--- src/hw/rtl/rlit_pkg.sv ---
// Shared types and constants for the run/lumi interval tracker.
// Used by rlit_cell and run_lumi_interval_tracker_unit; no dependencies.
package rlit_pkg;

  localparam int LUMI_BITS      = 16;
  localparam int RUN_BITS       = 32;
  localparam int RIDX_BITS      = 6;
  localparam int DEPTH_MAX      = 1024;
  localparam int IDX_BITS       = $clog2(DEPTH_MAX);
  localparam int MASK_DEPTH_DEF = 64;
  localparam int SEEN_DEPTH_DEF = 64;

  localparam logic [LUMI_BITS-1:0] LUMI_MAX = '1;

  typedef enum logic [1:0] {
    OP_LOAD  = 2'd0,
    OP_EVENT = 2'd1,
    OP_READ  = 2'd2,
    OP_CLEAR = 2'd3
  } op_t;

  typedef enum logic [3:0] {
    ST_MASKED      = 4'd0,
    ST_COVERED     = 4'd1,
    ST_LOW_EXT     = 4'd2,
    ST_HIGH_EXT    = 4'd3,
    ST_NEW         = 4'd4,
    ST_FULL        = 4'd5,
    ST_MASK_LOADED = 4'd6,
    ST_MASK_FULL   = 4'd7,
    ST_READ        = 4'd8,
    ST_CLEARED     = 4'd9
  } status_t;

  typedef enum logic [1:0] {
    S_IDLE,
    S_SCAN,
    S_FINISH
  } state_t;

  typedef struct packed {
    logic [1:0]           operation;
    logic [RUN_BITS-1:0]  run_number;
    logic [LUMI_BITS-1:0] range_low;
    logic [LUMI_BITS-1:0] range_high;
    logic [LUMI_BITS-1:0] event_lumi;
    logic [RIDX_BITS-1:0] read_index;
  } item_t;

  typedef struct packed {
    logic [3:0]           status;
    logic [RIDX_BITS-1:0] entry_index;
    logic                 entry_valid;
    logic [RUN_BITS-1:0]  entry_run;
    logic [LUMI_BITS-1:0] entry_low;
    logic [LUMI_BITS-1:0] entry_high;
  } result_t;

  // transaction travelling down the cell chain, with what it has collected so far
  typedef struct packed {
    logic                 valid;
    op_t                  op;
    logic [RUN_BITS-1:0]  run;
    logic [LUMI_BITS-1:0] lumi;
    logic [LUMI_BITS-1:0] range_low;
    logic [LUMI_BITS-1:0] range_high;
    logic [RIDX_BITS-1:0] read_index;
    logic                 mask_hit;
    logic                 hit;
    logic [IDX_BITS-1:0]  hit_idx;
    logic [LUMI_BITS-1:0] hit_low;
    logic [LUMI_BITS-1:0] hit_high;
    logic                 ext;
    logic                 ext_hi;
    logic [IDX_BITS-1:0]  ext_idx;
    logic [LUMI_BITS-1:0] ext_low;
    logic [LUMI_BITS-1:0] ext_high;
  } token_t;

  // broadcast entry write
  typedef struct packed {
    logic                 mask_we;
    logic                 seen_we;
    logic [IDX_BITS-1:0]  idx;
    logic [RUN_BITS-1:0]  run;
    logic [LUMI_BITS-1:0] low;
    logic [LUMI_BITS-1:0] high;
  } wr_t;

endpackage

--- src/hw/rtl/rlit_cell.sv ---
// One chain cell: holds mask entry IDX and seen entry IDX, checks the passing
// transaction against them and hands it on registered. Depends on rlit_pkg.
module rlit_cell #(
  parameter int IDX    = 0,
  parameter int MCNT_W = 7,
  parameter int SCNT_W = 7
) (
  input  logic                  clk,
  input  logic                  rst,
  input  logic [MCNT_W-1:0]     mask_count,
  input  logic [SCNT_W-1:0]     seen_count,
  input  rlit_pkg::wr_t         wr,
  input  rlit_pkg::token_t      tin,
  output rlit_pkg::token_t      tout
);

  logic [rlit_pkg::RUN_BITS-1:0]  mrun;
  logic [rlit_pkg::LUMI_BITS-1:0] mlo;
  logic [rlit_pkg::LUMI_BITS-1:0] mhi;
  logic [rlit_pkg::RUN_BITS-1:0]  srun;
  logic [rlit_pkg::LUMI_BITS-1:0] slo;
  logic [rlit_pkg::LUMI_BITS-1:0] shi;

  logic             mocc;
  logic             socc;
  logic             m_cov;
  logic             run_eq;
  logic             s_cov;
  logic             lo_touch;
  logic             hi_touch;
  logic             rd_hit;
  logic             here;
  rlit_pkg::token_t t;

  assign here = (wr.idx == rlit_pkg::IDX_BITS'(IDX));

  always_ff @(posedge clk) begin
    if (wr.mask_we && here) begin
      mrun <= wr.run;
      mlo  <= wr.low;
      mhi  <= wr.high;
    end
    if (wr.seen_we && here) begin
      srun <= wr.run;
      slo  <= wr.low;
      shi  <= wr.high;
    end
  end

  assign mocc     = (int'(mask_count) > IDX);
  assign socc     = (int'(seen_count) > IDX);
  assign m_cov    = mocc && (mrun == tin.run) && (mlo <= tin.lumi) && (mhi >= tin.lumi);
  assign run_eq   = socc && (srun == tin.run);
  assign s_cov    = run_eq && (slo <= tin.lumi) && (shi >= tin.lumi);
  assign lo_touch = (tin.lumi != rlit_pkg::LUMI_MAX) &&
                    (slo == tin.lumi + rlit_pkg::LUMI_BITS'(1));
  assign hi_touch = (tin.lumi != '0) && (shi == tin.lumi - rlit_pkg::LUMI_BITS'(1));
  assign rd_hit   = socc &&
                    (rlit_pkg::IDX_BITS'(tin.read_index) == rlit_pkg::IDX_BITS'(IDX));

  always_comb begin
    t = tin;
    if (tin.op == rlit_pkg::OP_EVENT) begin
      if (m_cov) begin
        t.mask_hit = 1'b1;
      end
      if (s_cov && !tin.hit) begin
        t.hit      = 1'b1;
        t.hit_idx  = rlit_pkg::IDX_BITS'(IDX);
        t.hit_low  = slo;
        t.hit_high = shi;
      end
      if (run_eq && (lo_touch || hi_touch) && !tin.ext) begin
        t.ext      = 1'b1;
        t.ext_hi   = !lo_touch;
        t.ext_idx  = rlit_pkg::IDX_BITS'(IDX);
        t.ext_low  = slo;
        t.ext_high = shi;
      end
    end else if (tin.op == rlit_pkg::OP_READ && rd_hit) begin
      t.hit      = 1'b1;
      t.hit_idx  = rlit_pkg::IDX_BITS'(IDX);
      t.hit_low  = slo;
      t.hit_high = shi;
      t.run      = srun;
    end
  end

  always_ff @(posedge clk) begin
    if (rst) begin
      tout <= '0;
    end else begin
      tout <= t;
    end
  end

endmodule

--- config.mk ---
export PLATFORM = sky130hd
export DESIGN_NAME = rlit_cell
export DESIGN_NICKNAME = d
export VERILOG_FILES = /design/src/hw/rtl/rlit_pkg.sv /design/src/hw/rtl/rlit_cell.sv
export SDC_FILE = /design/constraint.sdc
export NUM_CORES = 1
export LEC_CHECK = 0
export BUFFER_PORTS_ARGS = -buffer_cell sky130_fd_sc_hd__buf_2
export CAP_MARGIN = 20
export CORE_UTILIZATION = 35
export DETAILED_ROUTE_END_ITERATION = 10
export PLACE_DENSITY = 0.63
export SLEW_MARGIN = 20
export SYNTH_ARGS = -nofsm -noshare
export SYNTH_HDL_FRONTEND = slang
export SYNTH_SLANG_ARGS = --single-unit
--- constraint.sdc ---
create_clock -name clk -period 6.6 [get_ports clk]
set_clock_uncertainty 0.2 [all_clocks]
set_input_delay 1.98 -clock clk [delete_from_list [all_inputs] [get_ports clk]]
set_output_delay 1.98 -clock clk [all_outputs]
set_load 0.05 [all_outputs]
==> results.md <==
- Reg-to-reg critical path endpoint: tout[49]
- Yosys reg bits: 305
- Yosys top cell area share: 29.6%
- Worst Slack Setup Final: 1.45 ns
- Placement Setup Slack: 0.904 ns
- Post-Synth Adder-Cell Area: 6.45%
- Hold path startpoint: srun[26]
- Grt total ovfl: 0
- Slew @ Worst Pin: 1.07 ns
- Critical-path cell list: buf_2 -> inv_1 -> ha_1 -> or3b_2 -> nor3_1 -> xnor2_1 -> o2111a_1 -> nand4_1 -> nor4_2 -> o2111ai_4 -> buf_4 -> and3_1
- Cts bufs inserted: 35
- Hold buffers post-CTS: 0
- Drt total wl: 41500 um
- Min-Delay Path Class: register to register
- Worst Setup SP: tin[127]
- Worst Setup End Kind: register
- Root Buffer Master: clkbuf_16
- Simple-gate share of the synthesized area: 15.6%
- First-pass GRT wire length: 61000 um
- H-tree lvl count: 2
- Starting density of the core: 35.5%
- Total GRT Usage: 21.5%
- Synth warnings: 0
- Largest cells by area after synthesis: edfxtp_1 (30%), dfxtp_1 (27%), ha_1 (6.5%)
- Post-CTS Resized: 0
- Fin. max-slew vios: 0
- Reg2Reg Depth: 11
- Crit Path Max Fanout: 22
- Detailed router's first-iteration violation count: 559
- Post-synthesis mux area share: 5.20%
- Maximum vdd ir drop: 152 uV
- Main combinational cell family by area after synthesis: simple AND/OR/NAND/NOR gates
- Clk sinks: 305
- Tcrit/Tclk final: 78.0%
- Register area: 7390 sq um
- Router iterations before antenna repair: 5
- Setup TNS: 0 ns
- Initial antenna violation count: 4
- Port bufs: 445
- Fill cell count: 3476
- Critical Path End: tout[41]
- Hold Fails Final Rpt: 0
- Fraction of registers with async set/reset: 0%
- RSZ-0062 raised after global routing: no
- Largest net degree at the start of global routing: 76
- Number of global-route vias before repair: 10200
- Syn Nets: 1489
- Worst setup path category: primary input to register
- Vias per cell: 4.93
- Sequential area share after synthesis: 56.9%
- Cell taking the most area after synthesis: edfxtp_1
- Syn_area_per_cell: 11.3 sq um
- Max clock buf depth: 3
- PD cells: 275 nW/um^2
- Synth Instances: 1153
- Leakage: 7.61 nW
- Post-synthesis compound-gate area fraction: 6.63%
- Status: complete, no violations
- Die ar.: 37900 sq um
- CTS tree: yes
- Max stage delay on crit path: 0.58 ns
- Final Critical Period: 5.15 ns
- Vias: 10400
- Utilization after layout: 46.4%
- Wire per inst: 19.8 um
- Xor and xnor area share after synthesis: 6.74%
- Slew margin rel.: 28.3%
- Count of nets after finishing: 1937
- Most common cell in the netlist: dfxtp_1
- Top FF cell, synth: dfxtp_1
- Worst-path clk slew: 0.06 ns
- Worst skew pair latency: 0.56 ns
- Worst path slowest cell: o2111ai_4
- DP HPWL: 31500 um
- Row count: 70
- Postcts setup bufs: 0
- Die Y-Extent: 195 um
- ANT nets after route: 0
- Post-synth top cells: dfxtp_1 (177), nand2_1 (144), edfxtp_1 (128)
- Area Overhead vs Synth: 30.7%
- Chip Width: 195 um
- I/O pin total: 446
- Endpoints failing setup: 0
- Startpoint types: primary input
- CP arrival: 5.39 ns
- Core area: 36600 sq um
- Number of flops mapped to enable cells by yosys: 128
- R2r startpoint: slo[1]
- Synthesized area: 13000 sq um
- Routability cong.: 0.909
- Layout cells sized above 1: 32.5%
- Multi-input logic area: 5300 sq um
- Required @ worst endpoint: 6.84 ns
- Fmax: 194 MHz
- R2r setup slk: 2.97 ns
- Synth unique cells: 64
- Total of max-cap violations: 0
- DRC: 0
==> cells in the final DEF (no fill, tap or decap), types with 8 or more instances in the layout <==
master       n
a21o_1      11
a21oi_1     58
and2_1      12
and3_1      15
buf_2      444
buf_4       13
clkbuf_1     8
clkbuf_16   35
dfxtp_1    177
edfxtp_1   128
ha_1        67
inv_1       23
mux2i_1     66
nand2_1    144
nand3_1     22
nand4_1     25
nor2_1      74
nor2b_1     46
nor3_1      17
nor4_1      23
o21ai_0     22
xnor2_1     57
xor2_1      43
==> through the flow <==
| step | power [mW] | area (sq um) | hold slack (ns) | std cells |
|---|---|---|---|---|
| global placement | 2.64 | 15700 | 0.335 | 2030 |
| floorplan | 2.44 | 13000 | 0.307 | 1153 |
| global route | 4.82 | 17000 | 0.389 | 2096 |
| finish | 4.66 | 17000 | 0.353 | 2101 |
| CTS | 4.71 | 16900 | 0.357 | 2094 |
| detailed placement | 2.65 | 15700 | 0.342 | 2030 |
==> final cells by class <==
class	instances	area share, %
well taps	468	3.45
flip-flops and latches	305	43.5
repair buffers	460	14.1
clock inverters	16	1.45
diodes	5	0.0737
multi-input cells	775	31.2
clock buffers	48	5.74
inverters	24	0.530
==> cells by family (layout without fill, tap and decap cells) <==
logic type,count (synthesis),in the layout
fa+ha+maj,67,67
flops,305,305
xor+xnor,100,100
mux,67,67
buf+inv,73,548
compound gates,134,134
simple gates,407,407
other cells,0,5
==> worst max-delay path: cells and delay by family <==
family	cells	cell delay, ns
XOR/XNOR	1	0.14
AND/OR/NAND/NOR	5	1.32
AO/OA/AOI/OAI	2	0.77
adder cells (fa/ha/maj)	1	0.35
buffers and inverters	3	0.81
==> worst min path at each step <==
stage / endpoint / cells past startpoint
6_report: tout[168] / 2
5_1_grt: tout[173] / 2
4_1_cts: tout[165] / 2
3_5_place_dp: tout[166] / 2
3_3_place_gp: tout[164] / 2
2_1_floorplan: tout[44] / 2
==> power breakdown <==
group / total [mW] / leakage (nW) / internal (mW) / switching [mW]
combinational: 0.573 / 4.39 / 0.174 / 0.399
sequential: 2.04 / 2.63 / 2.02 / 0.0167
clock: 2.05 / 0.593 / 1.25 / 0.806
==> sequential cells by signal (all words and copies together) (netlist names) <==
name  cells
mhi      16
mlo      16
mrun     32
shi      16
slo      16
srun     32
tout    177
==> layer usage <==
layer	vias up	routed length (um)	GRT usage, %
met5	-	21	0
met4	4	672	6.47
met2	374	19900	35.9
li1	4975	-	-
met3	42	2560	4.03
met1	4966	18400	28.1
No activity file was read; power rests on OpenSTA's default activity.
